===== config.mk =====
export PLATFORM = sky130hd
export DESIGN_NAME = single_byte_xor_key_search
export DESIGN_NICKNAME = d
export VERILOG_FILES = /design/src/rtl/core/sbxks_pkg.sv /design/src/rtl/core/sbxks_ram.sv /design/src/rtl/core/single_byte_xor_key_search.sv
export SDC_FILE = /design/constraint.sdc
export NUM_CORES = 2
export LEC_CHECK = 0
export BUFFER_PORTS_ARGS = -buffer_cell sky130_fd_sc_hd__buf_4
export CORE_MARGIN = 1.5
export CORE_UTILIZATION = 40
export DETAILED_ROUTE_END_ITERATION = 6
export PLACE_DENSITY_LB_ADDON = 0.1
export SLEW_MARGIN = 40
export SYNTH_ARGS = -nofsm -noshare
export SYNTH_HDL_FRONTEND = slang
export SYNTH_SLANG_ARGS = --single-unit

===== constraint.sdc =====
create_clock -name clk -period 7.5 [get_ports clk]
set_input_delay 0.75 -clock clk [delete_from_list [all_inputs] [get_ports clk]]
set_output_delay 0.75 -clock clk [all_outputs]
set_load 0.02 [all_outputs]

===== src/rtl/core/sbxks_pkg.sv =====
// Shared constants and table helpers for the single-byte XOR key search.
`default_nettype none

package sbxks_pkg;

    localparam int unsigned SCORE_W  = 22;
    localparam int unsigned KEY_W    = 8;
    localparam int unsigned BYTE_W   = 8;
    localparam int unsigned FREQ_N   = 27;
    localparam int unsigned FREQ_IDX_W = 5;

    localparam logic [SCORE_W-1:0] SCORE_SAT = {SCORE_W{1'b1}};
    localparam logic [KEY_W-1:0]   KEY_FIRST = 8'd1;
    localparam logic [KEY_W-1:0]   KEY_LAST  = 8'd255;

    localparam logic [BYTE_W-1:0] CH_SPACE   = 8'h20;
    localparam logic [BYTE_W-1:0] CH_UPPER_A = 8'h41;
    localparam logic [BYTE_W-1:0] CH_UPPER_Z = 8'h5A;
    localparam logic [BYTE_W-1:0] CH_LOWER_A = 8'h61;
    localparam logic [BYTE_W-1:0] CH_LOWER_Z = 8'h7A;
    localparam logic [BYTE_W-1:0] CASE_GAP   = 8'd32;

    // English letter frequencies in units of 1e-7: space, then a..z
    localparam logic [31:0] FREQ_E7 [FREQ_N] = '{
        32'd1918182,
        32'd651738, 32'd124248, 32'd217339, 32'd349835, 32'd1041442, 32'd197881,
        32'd158610, 32'd492888, 32'd558094, 32'd9033, 32'd50529, 32'd331490,
        32'd202124, 32'd564513, 32'd596302, 32'd137645, 32'd8606, 32'd497563,
        32'd515760, 32'd729357, 32'd225134, 32'd82903, 32'd171272, 32'd13692,
        32'd145984, 32'd7836
    };

    // Elaboration-time conversion to unsigned fixed point, round half up
    function automatic logic [SCORE_W-1:0] freq_value(input int unsigned idx,
                                                       input int unsigned fbits);
        logic [63:0] v;
        v = 64'(FREQ_E7[idx]) << fbits;
        return SCORE_W'((v + 64'd5000000) / 64'd10000000);
    endfunction

endpackage

`default_nettype wire


===== src/rtl/core/sbxks_ram.sv =====
// Generic single-write, single-read RAM with registered read data.
`default_nettype none

module sbxks_ram #(
    parameter int unsigned WIDTH = 8,
    parameter int unsigned DEPTH = 256
) (
    input  wire logic                                      clk,
    input  wire logic                                      we,
    input  wire logic [(DEPTH > 1 ? $clog2(DEPTH) : 1)-1:0] waddr,
    input  wire logic [WIDTH-1:0]                          wdata,
    input  wire logic [(DEPTH > 1 ? $clog2(DEPTH) : 1)-1:0] raddr,
    output logic      [WIDTH-1:0]                          rdata
);

    logic [WIDTH-1:0] mem [DEPTH];

    always_ff @(posedge clk)
    begin
        if (we)
        begin
            mem[waddr] <= wdata;
        end
        rdata <= mem[raddr];
    end

endmodule

`default_nettype wire


===== src/rtl/core/single_byte_xor_key_search.sv =====
// Top level: buffers a message and finds the single-byte XOR key with the best English score.
// Bytes are taken one per cycle while the block is idle and written into a message RAM of
// MAX_MESSAGE entries; bytes past capacity are dropped and reported through overflowed. The
// beat with last_byte set starts the search: keys 1 to 255 are tried in turn, and for each key
// every stored byte is read back once, XORed, case-folded and scored from a 27-entry frequency
// table into one saturating 22-bit accumulator. One RAM read and one add happen per cycle, and
// in_stall stays high after the last beat until every key has been scored, longer if the
// previous result is still waiting to be taken from the output register.
// The result then sits in an output register, so the next message can be taken while it waits.
`default_nettype none

module single_byte_xor_key_search #(
    parameter int unsigned MAX_MESSAGE         = 256,
    parameter int unsigned SCORE_FRACTION_BITS = 16
) (
    input  wire logic                           clk,
    input  wire logic                           rst_n,
    input  wire logic                           in_valid,
    output logic                                in_stall,
    input  wire logic [7:0]                     data_byte,
    input  wire logic                           last_byte,
    output logic                                out_valid,
    input  wire logic                           out_stall,
    output logic [7:0]                          best_key,
    output logic [sbxks_pkg::SCORE_W-1:0]       best_score,
    output logic                                key_found,
    output logic                                overflowed
);

    import sbxks_pkg::*;

    localparam int unsigned ADDR_W = (MAX_MESSAGE > 1) ? $clog2(MAX_MESSAGE) : 1;
    localparam int unsigned CNT_W  = $clog2(MAX_MESSAGE + 1);
    localparam logic [CNT_W-1:0] CNT_MAX = CNT_W'(MAX_MESSAGE);

    localparam logic [SCORE_W-1:0] FREQ_Q [FREQ_N] = '{
        freq_value(0,  SCORE_FRACTION_BITS), freq_value(1,  SCORE_FRACTION_BITS),
        freq_value(2,  SCORE_FRACTION_BITS), freq_value(3,  SCORE_FRACTION_BITS),
        freq_value(4,  SCORE_FRACTION_BITS), freq_value(5,  SCORE_FRACTION_BITS),
        freq_value(6,  SCORE_FRACTION_BITS), freq_value(7,  SCORE_FRACTION_BITS),
        freq_value(8,  SCORE_FRACTION_BITS), freq_value(9,  SCORE_FRACTION_BITS),
        freq_value(10, SCORE_FRACTION_BITS), freq_value(11, SCORE_FRACTION_BITS),
        freq_value(12, SCORE_FRACTION_BITS), freq_value(13, SCORE_FRACTION_BITS),
        freq_value(14, SCORE_FRACTION_BITS), freq_value(15, SCORE_FRACTION_BITS),
        freq_value(16, SCORE_FRACTION_BITS), freq_value(17, SCORE_FRACTION_BITS),
        freq_value(18, SCORE_FRACTION_BITS), freq_value(19, SCORE_FRACTION_BITS),
        freq_value(20, SCORE_FRACTION_BITS), freq_value(21, SCORE_FRACTION_BITS),
        freq_value(22, SCORE_FRACTION_BITS), freq_value(23, SCORE_FRACTION_BITS),
        freq_value(24, SCORE_FRACTION_BITS), freq_value(25, SCORE_FRACTION_BITS),
        freq_value(26, SCORE_FRACTION_BITS)
    };

    typedef enum logic [1:0] {
        ST_IDLE,
        ST_RUN,
        ST_DONE
    } state_t;

    state_t               state_reg;
    logic [CNT_W-1:0]     count_reg;
    logic                 ovf_reg;
    logic                 issue_on_reg;
    logic [KEY_W-1:0]     issue_key_reg;
    logic [CNT_W-1:0]     rd_idx_reg;
    logic                 pipe_valid_reg;
    logic                 pipe_end_reg;
    logic [KEY_W-1:0]     pipe_key_reg;
    logic [SCORE_W-1:0]   running_reg;
    logic [SCORE_W-1:0]   leading_reg;
    logic [KEY_W-1:0]     leading_key_reg;
    logic                 out_valid_reg;
    logic [KEY_W-1:0]     best_key_reg;
    logic [SCORE_W-1:0]   best_score_reg;
    logic                 key_found_reg;
    logic                 overflowed_reg;

    logic                 in_fire;
    logic                 ram_we;
    logic [BYTE_W-1:0]    ram_rdata;
    logic [CNT_W-1:0]     count_m1;
    logic                 idx_end;
    logic [BYTE_W-1:0]    plain;
    logic [BYTE_W-1:0]    folded;
    logic                 letter_hit;
    logic [FREQ_IDX_W-1:0] letter_idx;
    logic [SCORE_W-1:0]   byte_pts;
    logic [SCORE_W:0]     sum_wide;
    logic [SCORE_W-1:0]   sum_sat;
    logic                 out_load;

    assign in_stall = (state_reg != ST_IDLE);
    assign in_fire  = in_valid && !in_stall;
    assign ram_we   = in_fire && (count_reg < CNT_MAX);

    sbxks_ram #(
        .WIDTH(BYTE_W),
        .DEPTH(MAX_MESSAGE)
    ) u_msg_ram (
        .clk  (clk),
        .we   (ram_we),
        .waddr(count_reg[ADDR_W-1:0]),
        .wdata(data_byte),
        .raddr(rd_idx_reg[ADDR_W-1:0]),
        .rdata(ram_rdata)
    );

    assign count_m1 = count_reg - CNT_W'(1);
    assign idx_end  = (rd_idx_reg == count_m1);

    // Decrypt, fold upper case, look up the score of the byte read last cycle and add it with saturation
    always_comb
    begin
        plain  = ram_rdata ^ pipe_key_reg;
        folded = plain;
        if (plain >= CH_UPPER_A && plain <= CH_UPPER_Z)
        begin
            folded = plain + CASE_GAP;
        end
        letter_hit = 1'b0;
        letter_idx = '0;
        if (folded == CH_SPACE)
        begin
            letter_hit = 1'b1;
        end
        else if (folded >= CH_LOWER_A && folded <= CH_LOWER_Z)
        begin
            letter_hit = 1'b1;
            letter_idx = FREQ_IDX_W'(folded - CH_LOWER_A) + FREQ_IDX_W'(1);
        end
        byte_pts = letter_hit ? FREQ_Q[letter_idx] : '0;
        sum_wide = {1'b0, running_reg} + {1'b0, byte_pts};
        sum_sat  = sum_wide[SCORE_W] ? SCORE_SAT : sum_wide[SCORE_W-1:0];
    end

    assign out_load = (state_reg == ST_DONE) && (!out_valid_reg || !out_stall);

    always_ff @(posedge clk or negedge rst_n)
    begin
        if (!rst_n)
        begin
            state_reg       <= ST_IDLE;
            count_reg       <= '0;
            ovf_reg         <= 1'b0;
            issue_on_reg    <= 1'b0;
            issue_key_reg   <= '0;
            rd_idx_reg      <= '0;
            pipe_valid_reg  <= 1'b0;
            pipe_end_reg    <= 1'b0;
            pipe_key_reg    <= '0;
            running_reg     <= '0;
            leading_reg     <= '0;
            leading_key_reg <= '0;
            out_valid_reg   <= 1'b0;
            best_key_reg    <= '0;
            best_score_reg  <= '0;
            key_found_reg   <= 1'b0;
            overflowed_reg  <= 1'b0;
        end
        else
        begin
            if (out_load)
            begin
                out_valid_reg <= 1'b1;
            end
            else if (!out_stall)
            begin
                out_valid_reg <= 1'b0;
            end

            case (state_reg)
                ST_IDLE:
                begin
                    if (in_fire)
                    begin
                        if (count_reg < CNT_MAX)
                        begin
                            count_reg <= count_reg + CNT_W'(1);
                        end
                        else
                        begin
                            ovf_reg <= 1'b1;
                        end
                        if (last_byte)
                        begin
                            leading_reg     <= '0;
                            leading_key_reg <= '0;
                            running_reg     <= '0;
                            issue_key_reg   <= KEY_FIRST;
                            rd_idx_reg      <= '0;
                            issue_on_reg    <= 1'b1;
                            pipe_valid_reg  <= 1'b0;
                            state_reg       <= ST_RUN;
                        end
                    end
                end

                ST_RUN:
                begin
                    // the accumulator works on each read in the cycle after it is issued
                    pipe_valid_reg <= issue_on_reg;
                    pipe_end_reg   <= idx_end;
                    pipe_key_reg   <= issue_key_reg;
                    if (issue_on_reg)
                    begin
                        if (idx_end)
                        begin
                            rd_idx_reg <= '0;
                            if (issue_key_reg == KEY_LAST)
                            begin
                                issue_on_reg <= 1'b0;
                            end
                            else
                            begin
                                issue_key_reg <= issue_key_reg + KEY_W'(1);
                            end
                        end
                        else
                        begin
                            rd_idx_reg <= rd_idx_reg + CNT_W'(1);
                        end
                    end

                    if (pipe_valid_reg)
                    begin
                        if (pipe_end_reg)
                        begin
                            running_reg <= '0;
                            // strictly higher only: the earliest key keeps a tie
                            if (sum_sat > leading_reg)
                            begin
                                leading_reg     <= sum_sat;
                                leading_key_reg <= pipe_key_reg;
                            end
                            if (pipe_key_reg == KEY_LAST)
                            begin
                                state_reg <= ST_DONE;
                            end
                        end
                        else
                        begin
                            running_reg <= sum_sat;
                        end
                    end
                end

                ST_DONE:
                begin
                    if (out_load)
                    begin
                        best_key_reg   <= leading_key_reg;
                        best_score_reg <= leading_reg;
                        key_found_reg  <= (leading_reg != '0);
                        overflowed_reg <= ovf_reg;
                        count_reg      <= '0;
                        ovf_reg        <= 1'b0;
                        state_reg      <= ST_IDLE;
                    end
                end

                default:
                begin
                    state_reg <= ST_IDLE;
                end
            endcase
        end
    end

    assign out_valid  = out_valid_reg;
    assign best_key   = best_key_reg;
    assign best_score = best_score_reg;
    assign key_found  = key_found_reg;
    assign overflowed = overflowed_reg;

endmodule

`default_nettype wire


* After elaboration in Yosys (flattened, before gate mapping)
Memory sizes are Yosys's and may differ from the RTL's. A register that Yosys moved wholly into a read port is not among the register bits.
Index checks and enable logic that the tools add are counted.
** Storage, ports and cells
- Bits in registers :: 125
- Bits in writable memories :: 2048
- Bits in read-only memories :: 704
- Input port bits :: 13
- Output and inout port bits :: 34
- Logic and storage cells :: 141
- Memories kept :: 2
** Memory list
- u_msg_ram.mem :: depth 256, bits a word 8, rd ports 1, clocked after Yosys merged registers in 1, write ports 1, line sbxks_ram.sv:16 : logic [WIDTH-1:0] mem [DEPTH];
- (no name shown) :: depth 32, bits a word 22, rd ports 1, clocked after Yosys merged registers in 0, write ports 0, line single_byte_xor_key_search.sv:130 : byte_pts = letter_hit ? FREQ_Q[letter_idx] : '0;
** Cells by class
- Add/sub/neg operators :: 8
- $lt $le $gt $ge :: 7
- Equality and inequality tests :: 19
- Multiplexer cells :: 63
- Bitwise logic cells :: 2
- Reductions and logical operators :: 23
** Operators with widths (number)
- 2-to-1 mux 22 bit :: 11
- 2-to-1 mux 8 bit :: 11
- one-hot mux 22 bit (2 select lines) :: 2
- 2-to-1 mux 9 bit :: 7
- one-hot mux 9 bit (2 select lines) :: 2
- one-hot mux 8 bit (2 select lines) :: 2
- != test 2 bit, second input constant :: 12
- adder 22 x 22 -> 23 bit :: 1
- > comparator 22 bit :: 1
- nonzero test 22 bit :: 1
- adder 9 x 1 -> 9 bit, second input constant :: 2
- AND reduction 6 bit :: 3
- == test 8 bit, second input constant :: 2
- greater-or-equal comparator 8 x 7 -> 1 bit, second input constant :: 2
- <= comparator 8 x 7 -> 1 bit, second input constant :: 2
- 2-to-1 mux 1 bit :: 16
- AND reduction 4 bit :: 4
- 2-to-1 mux 2 bit :: 6
- 2-to-1 mux 5 bit :: 2
- == test 9 bit :: 1
- < comparator 9 bit, second input constant :: 1
- subtractor 9 x 1 -> 9 bit, second input constant :: 1
- adder 8 x 1 -> 8 bit, second input constant :: 1
- adder 8 x 6 -> 8 bit, second input constant :: 1
- other kinds (18) :: 28

* Logic depth before layout (Yosys ltp)
- Depth after elaboration :: 20
- Gate-level depth with buffers :: 32
- Gate-level depth less buffers :: 28

* Hierarchy
Synthesis repeated with hierarchy kept, for this count alone.
** Second synthesis, totals
- Cell total of the unflattened synthesis :: 4649
- Area, all modules :: 87485.2 µm²
** By module, submodules not included
- sbxks_ram :: instances 1, cells each 3733, area an instance 79556.3 µm², sequential area each 61659.1 µm²
- single_byte_xor_key_search :: instances 1, cells each 916, area an instance 7928.9 µm², sequential area each 3128.0 µm²

* Worst setup path after synthesis
OpenSTA, ideal clock, no wires.
- Path type :: reg-to-reg
- Start :: reg pipe_key_reg[5]
- End :: reg leading_key_reg[5]
- Data arrival time :: 6.743 ns
- Required time :: 7.379 ns
- Slack :: 0.636 ns
- Cell stages (with the launch flop) :: 33
- Period minus slack after synthesis :: 6.864 ns
- Cells stage by stage :: dfrtp_1 xor2_1 ha_1 nor2b_1 o211ai_1 nor3_1 clkbuf_1 nand2_1 ha_1 o21ai_0 a22oi_1 o21ai_0 a221oi_1 ha_1 fa_1 a21oi_1 o211a_1 a21oi_1 o41a_1 and2_1 clkbuf_1 nor2_1 inv_1 ha_1 nand4_1 a21oi_1 a2111oi_0 o221a_2 nor2_1 o21a_1 clkbuf_1 clkbuf_1 a22o_1
** Between the ends
- Longest elaborated chain between the ends :: 18
** RTL lines
- start: declaration :: line single_byte_xor_key_search.sv:67 : logic [KEY_W-1:0] pipe_key_reg;
- start signal: assignment :: line single_byte_xor_key_search.sv:202 : pipe_key_reg <= issue_key_reg;
- bitwise XOR 8 bit :: line single_byte_xor_key_search.sv:113 : plain = ram_rdata ^ pipe_key_reg;
- greater-or-equal comparator 8 x 7 -> 1 bit or <= comparator 8 x 7 -> 1 bit (tied branches) :: line single_byte_xor_key_search.sv:115 : if (plain >= CH_UPPER_A && plain <= CH_UPPER_Z)
- logical AND 1 bit :: line single_byte_xor_key_search.sv:115
- 2-to-1 mux 8 bit :: line single_byte_xor_key_search.sv:115
- subtractor 5 x 1 -> 5 bit, or another cell as far along :: line single_byte_xor_key_search.sv:128 : letter_idx = FREQ_IDX_W'(folded - CH_LOWER_A) + FREQ_IDX_W'(1);
- adder 5 x 1 -> 5 bit or logical AND 1 bit (tied branches) :: line single_byte_xor_key_search.sv:128, single_byte_xor_key_search.sv:125
- 2-to-1 mux 5 bit :: line single_byte_xor_key_search.sv:125 : else if (folded >= CH_LOWER_A && folded <= CH_LOWER_Z)
- 2-to-1 mux 5 bit :: line single_byte_xor_key_search.sv:121 : if (folded == CH_SPACE)
- inverter 5 -> 6 bit (implied by the code) :: line single_byte_xor_key_search.sv:130
- memory read (32 x 22 bit)
- 2-to-1 mux 22 bit (implied by the code) (2 in a row) :: line single_byte_xor_key_search.sv:130
- 2-to-1 mux 22 bit :: line single_byte_xor_key_search.sv:130
- adder 22 x 22 -> 23 bit :: line single_byte_xor_key_search.sv:131 : sum_wide = {1'b0, running_reg} + {1'b0, byte_pts};
- 2-to-1 mux 22 bit :: line single_byte_xor_key_search.sv:132 : sum_sat = sum_wide[SCORE_W] ? SCORE_SAT : sum_wide[SCORE_W-1:0];
- > comparator 22 bit :: line single_byte_xor_key_search.sv:229 : if (sum_sat > leading_reg)
- != test 2 bit (no source line)
- AND reduction 6 bit (no source line)
- end signal: assignment :: line single_byte_xor_key_search.sv:232 : leading_key_reg <= pipe_key_reg;
- end: declaration :: line single_byte_xor_key_search.sv:70 : logic [KEY_W-1:0] leading_key_reg;
Parallel ways exist; a longest one is shown, timed or not. The select of a mux whose other input is x is not followed.
A chain may end at the register's enable or synchronous reset.

* Worst setup path after layout
- Start :: reg pipe_key_reg[6]
- End :: reg leading_reg[14]
** Between the ends
- Longest elaborated chain between the ends :: 19
** RTL lines
- bitwise XOR 8 bit * :: line single_byte_xor_key_search.sv:113
- greater-or-equal comparator 8 x 7 -> 1 bit or <= comparator 8 x 7 -> 1 bit (tied branches) :: line single_byte_xor_key_search.sv:115
- logical AND 1 bit :: line single_byte_xor_key_search.sv:115
- 2-to-1 mux 8 bit * :: line single_byte_xor_key_search.sv:115
- subtractor 5 x 1 -> 5 bit, or another cell as far along :: line single_byte_xor_key_search.sv:128
- adder 5 x 1 -> 5 bit or logical AND 1 bit (tied branches) :: line single_byte_xor_key_search.sv:128, single_byte_xor_key_search.sv:125
- 2-to-1 mux 5 bit :: line single_byte_xor_key_search.sv:125
- 2-to-1 mux 5 bit :: line single_byte_xor_key_search.sv:121
- inverter 5 -> 6 bit (implied by the code) :: line single_byte_xor_key_search.sv:130
- memory read (32 x 22 bit)
- 2-to-1 mux 22 bit (implied by the code) (2 in a row) :: line single_byte_xor_key_search.sv:130
- 2-to-1 mux 22 bit * :: line single_byte_xor_key_search.sv:130
- adder 22 x 22 -> 23 bit * :: line single_byte_xor_key_search.sv:131
- 2-to-1 mux 22 bit * :: line single_byte_xor_key_search.sv:132
- branches (longest 4 deep; another with > comparator 22 bit)
- end signal: assignment :: line single_byte_xor_key_search.sv:231 : leading_reg <= sum_sat;
- end: declaration :: line single_byte_xor_key_search.sv:69 : logic [SCORE_W-1:0] leading_reg;
Every way passes the cells marked *. The select of a mux whose other input is x is not followed.

==> impl_summary.md <==
Status
The run finished with clean final reports.

Routing
After detailed routing, the average wire length per cell comes to 33.7 um. After detailed routing, the number of remaining DRC violations is 0. The violation count after the first detailed-routing iteration is 5106. After detailed routing, the total wire length is 263 mm.

The routed via count divided by cell count is 5.89. The detailed router placed 46082 vias in this run. The count of antenna-violating nets left after detailed routing is 0.

The detailed-routing iteration count for the pre-antenna-repair pass is 6.

Placed design
The estimated wirelength of the detail-placed design is 159 mm. Routability-driven placement finished with a final weighted congestion of 0.838. Once placement completed, the tool counted placed cells totaling 7407. The setup slack after placement is 14.7 ps. The number of port buffers is 46.

Logic synthesis
Counting flops and latches in the post-synthesis netlist gives 2181. The share of synthesized area spent on multiplexers is 0.139. The average instance in the mapped netlist occupies 18.7 um^2. Of the total synthesized cell area, the portion taken by full adders, half adders and majority gates is 0.00756.

The number of synthesized flops with an enable pin is 2048. Among all flip-flop cells after synthesis, the most frequent one is edfxtp_1. The synthesized design spends more area on one cell type than any other, namely edfxtp_1.

Of the synthesized area, sequential elements account for 0.744. The net count after synthesis is 4709. The cell count after synthesis came out at 4644. Yosys printed 0 warnings. By area, the combinational part of the netlist is dominated by multiplexers. The synthesized-area fraction occupied by ao, oa, aoi and oai cells came to 0.0479. Ranked by total cell area, the synthesized netlist is headed by edfxtp_1, mux4_2, dfrtp_1. Of the total synthesized cell area, the portion taken by AND, OR, NAND and NOR gates is 0.0402. The async set or reset register ratio after synthesis is 0.0573. Of the total synthesized cell area, the portion taken by XOR and XNOR cells is 0.00473. The cell area after synthesis is 0.0870 mm^2. The synthesized netlist contains 82 unique library cells. The top-area cell type share of the netlist area is 0.707.

Die
The die is 469 um tall. After floorplanning, the core was divided into 171 placement rows. From left edge to right edge, the die measures 469 um. The die covers 0.220 mm^2. After floorplanning, the core was sized to cover 0.217 mm^2.

The number of primary I/O pins is 47. For this configuration, the core starts out at a cell density of 0.402.

Timing
Setup repair after global routing left no endpoint under its margin. The worst path in the final design needs a cycle of 7030 ps, including I/O delays and setup. Setup total negative slack on the finished layout was measured at 0 ps. The peak clock frequency supported by timing is 142 MHz. The count of endpoints failing hold in the final timing report is 0. Setup violations remaining at the end of the flow were counted as 0.

The final max-slew violation count is 0. The fraction of the cycle the final worst path needs is 0.938. The setup slack after layout is 466 ps. On the final layout, the worst clock skew is 39.9 ps. The max-slew headroom at the worst pin is 0.333. The transition time at the pin with the least slew margin is 988 ps.

Worst setup path
The type of the worst setup path is reg -> reg. The largest fanout on the critical path is 17. The maximum single-stage delay on the critical path is 490 ps.

The most used cell along the critical path is ha_1. The arrival time reported for the critical path endpoint is 7780 ps. The slowest stage of the critical path is the a2111oi_1 cell. At the worst endpoint, the required time is 8250 ps.

The category of the worst setup path launch point is a register. STA classifies the critical path endpoint as a register.

Cells and area
The synthesis-to-finish area growth is 13.6%. The register with the most flip-flops in the final layout is u_msg_ram.mem. The fraction of the core area covered by cells at the end of the flow is 0.456.

The share of layout cells above drive strength 1 is 0.247. The register with the most flip-flops in the layout has 2048 of them. Leaving out fill and tap cells, the most frequent cell in the layout is edfxtp_1. The number of fill cells is 18574.

The number of standard cells in the layout, taps in and fillers out is 7821. Leaving out fill and tap cells, the most frequent cells in the layout are edfxtp_1, mux4_2, clkbuf_16. The net count of the finished layout is 4858.

Global route
The initial antenna violation count was 8. The first global-routing pass estimated 369 mm of wire. The total congestion overflow after global routing is 0.

The largest net degree at the start of global routing is 161. The number of global-route vias before repair is 46232. The total track usage is 0.237.

Job
The count of maximum capacitance violations is 0.

Clock network
The number of buffers on the longest clock path is 3. The clock net in this run drives a total of 2181 sinks. The clock-pin slew reported for the worst setup and hold paths after clock tree synthesis is 60 ps. CTS placed an instance of clkbuf_16 at the clock tree root. The later pin in the worst-skew pair is clocked with a latency of 870 ps. The number of H-tree levels is 4. Clock tree synthesis inserted a total of 229 buffers.

TritonCTS built the clock tree.

Power and ir drop
The ratio of total power to cell area is 368 mW/mm^2. The total power of the final layout is 36.4 mW. The largest vdd supply drop is 398 uV.

The cell leakage power is 31.5 nW.

Worst hold path
The path class of the tightest hold or removal check is in -> reg.
cell type report:
cell class	instances	area (um^2)	share of cell area
Sequential cell	2181	64800	0.655
Multi-Input combinational cell	2141	21500	0.218
Clock buffer	296	6120	0.0619
Tap cell	2854	3570	0.0361
Timing Repair Buffer	187	1830	0.0185
Clock inverter	108	821	0.00830
Inverter	53	204	0.00206
Antenna cell	1	2.50	0.0000253
cells in the mapped netlist, drive strengths merged, types with 10 or more instances:
| master | count |
|---|---|
| o211ai | 15 |
| a2111oi | 14 |
| a22oi | 73 |
| a221oi | 27 |
| a21oi | 117 |
| nand3 | 45 |
| clkbuf | 138 |
| xor2 | 17 |
| o22ai | 38 |
| nor3 | 32 |
| dfrtp | 125 |
| o221ai | 24 |
| inv | 51 |
| xnor2 | 30 |
| mux2 | 14 |
| ha | 51 |
| a211oi | 44 |
| nand4 | 18 |
| mux4 | 457 |
| buf | 131 |
| nand2b | 15 |
| a31oi | 17 |
| a21o | 10 |
| nor2b | 18 |
| mux2i | 161 |
| nand2 | 254 |
| o2bb2ai | 15 |
| o21ai | 117 |
| a22o | 33 |
| nor2 | 340 |
| and2 | 10 |
| nor4 | 23 |
| and3 | 10 |
| edfxtp | 2048 |
| o31ai | 12 |
kinds of logic after synthesis:
logic type / count (synthesis)
multiplexers: 632
buffers and inverters: 322
flip-flops: 2181
AND/OR/NAND/NOR: 799
XOR/XNOR: 47
AO/OA/AOI/OAI: 611
adder cells (fa/ha/maj): 52
metrics by stage:
step / area, um^2 / hold slack, ps
after global placement: 91100 / 465
final: 98900 / 209
after floorplan: 87000 / 440
after detailed placement: 91500 / 469
after CTS: 98400 / 139
after global routing: 98900 / 206
what timing repair did:
item / CTS / global route
resized for setup: 1 / 3
buffers inserted: 0 / 2
pin swaps: 0 / 2
hold buffers: 1 / 0
hold endpoints to repair: 49 / 0
setup endpoints to repair: 14 / 30
metal layers:
metal | track usage | routed length, um
met2 | 0.368 | 122000
met4 | 0.0703 | 7860
met3 | 0.0373 | 16500
met1 | 0.346 | 117000
met5 | 0 | 44
worst max-delay path, delay by kind of cell (launching register included):
kind | cells | cell delay (ps)
AO/OA/AOI/OAI | 14 | 3360
XOR/XNOR | 1 | 170
adder cells (fa/ha/maj) | 5 | 1590
buffers and inverters | 1 | 80
flip-flops | 1 | 380
AND/OR/NAND/NOR | 7 | 1300
final timing paths:
| path | from | to | slack [ps] | depth (start not counted) |
|---|---|---|---|---|
| setup reg to reg | pipe_key_reg[6] | leading_reg[14] | 470 | 28 |
| hold / removal | last_byte | state_reg[0] | 210 | 3 |
| hold reg to reg | leading_key_reg[3] | best_key[3] | 470 | 2 |
| setup / recovery | pipe_key_reg[6] | leading_reg[14] | 470 | 28 |
| min in group asynchronous | rst_n | count_reg[8] | 390 | 2 |
| max in group asynchronous | rst_n | rd_idx_reg[4] | 5950 | 3 |
power breakdown:
part	internal, mW	leakage, nW	switching [mW]
Sequential	13.5	20.1	0.464
Combinational	4.41	8.03	7.26
Clock	6.03	3.39	4.72
(Power assumes the default switching activity.)
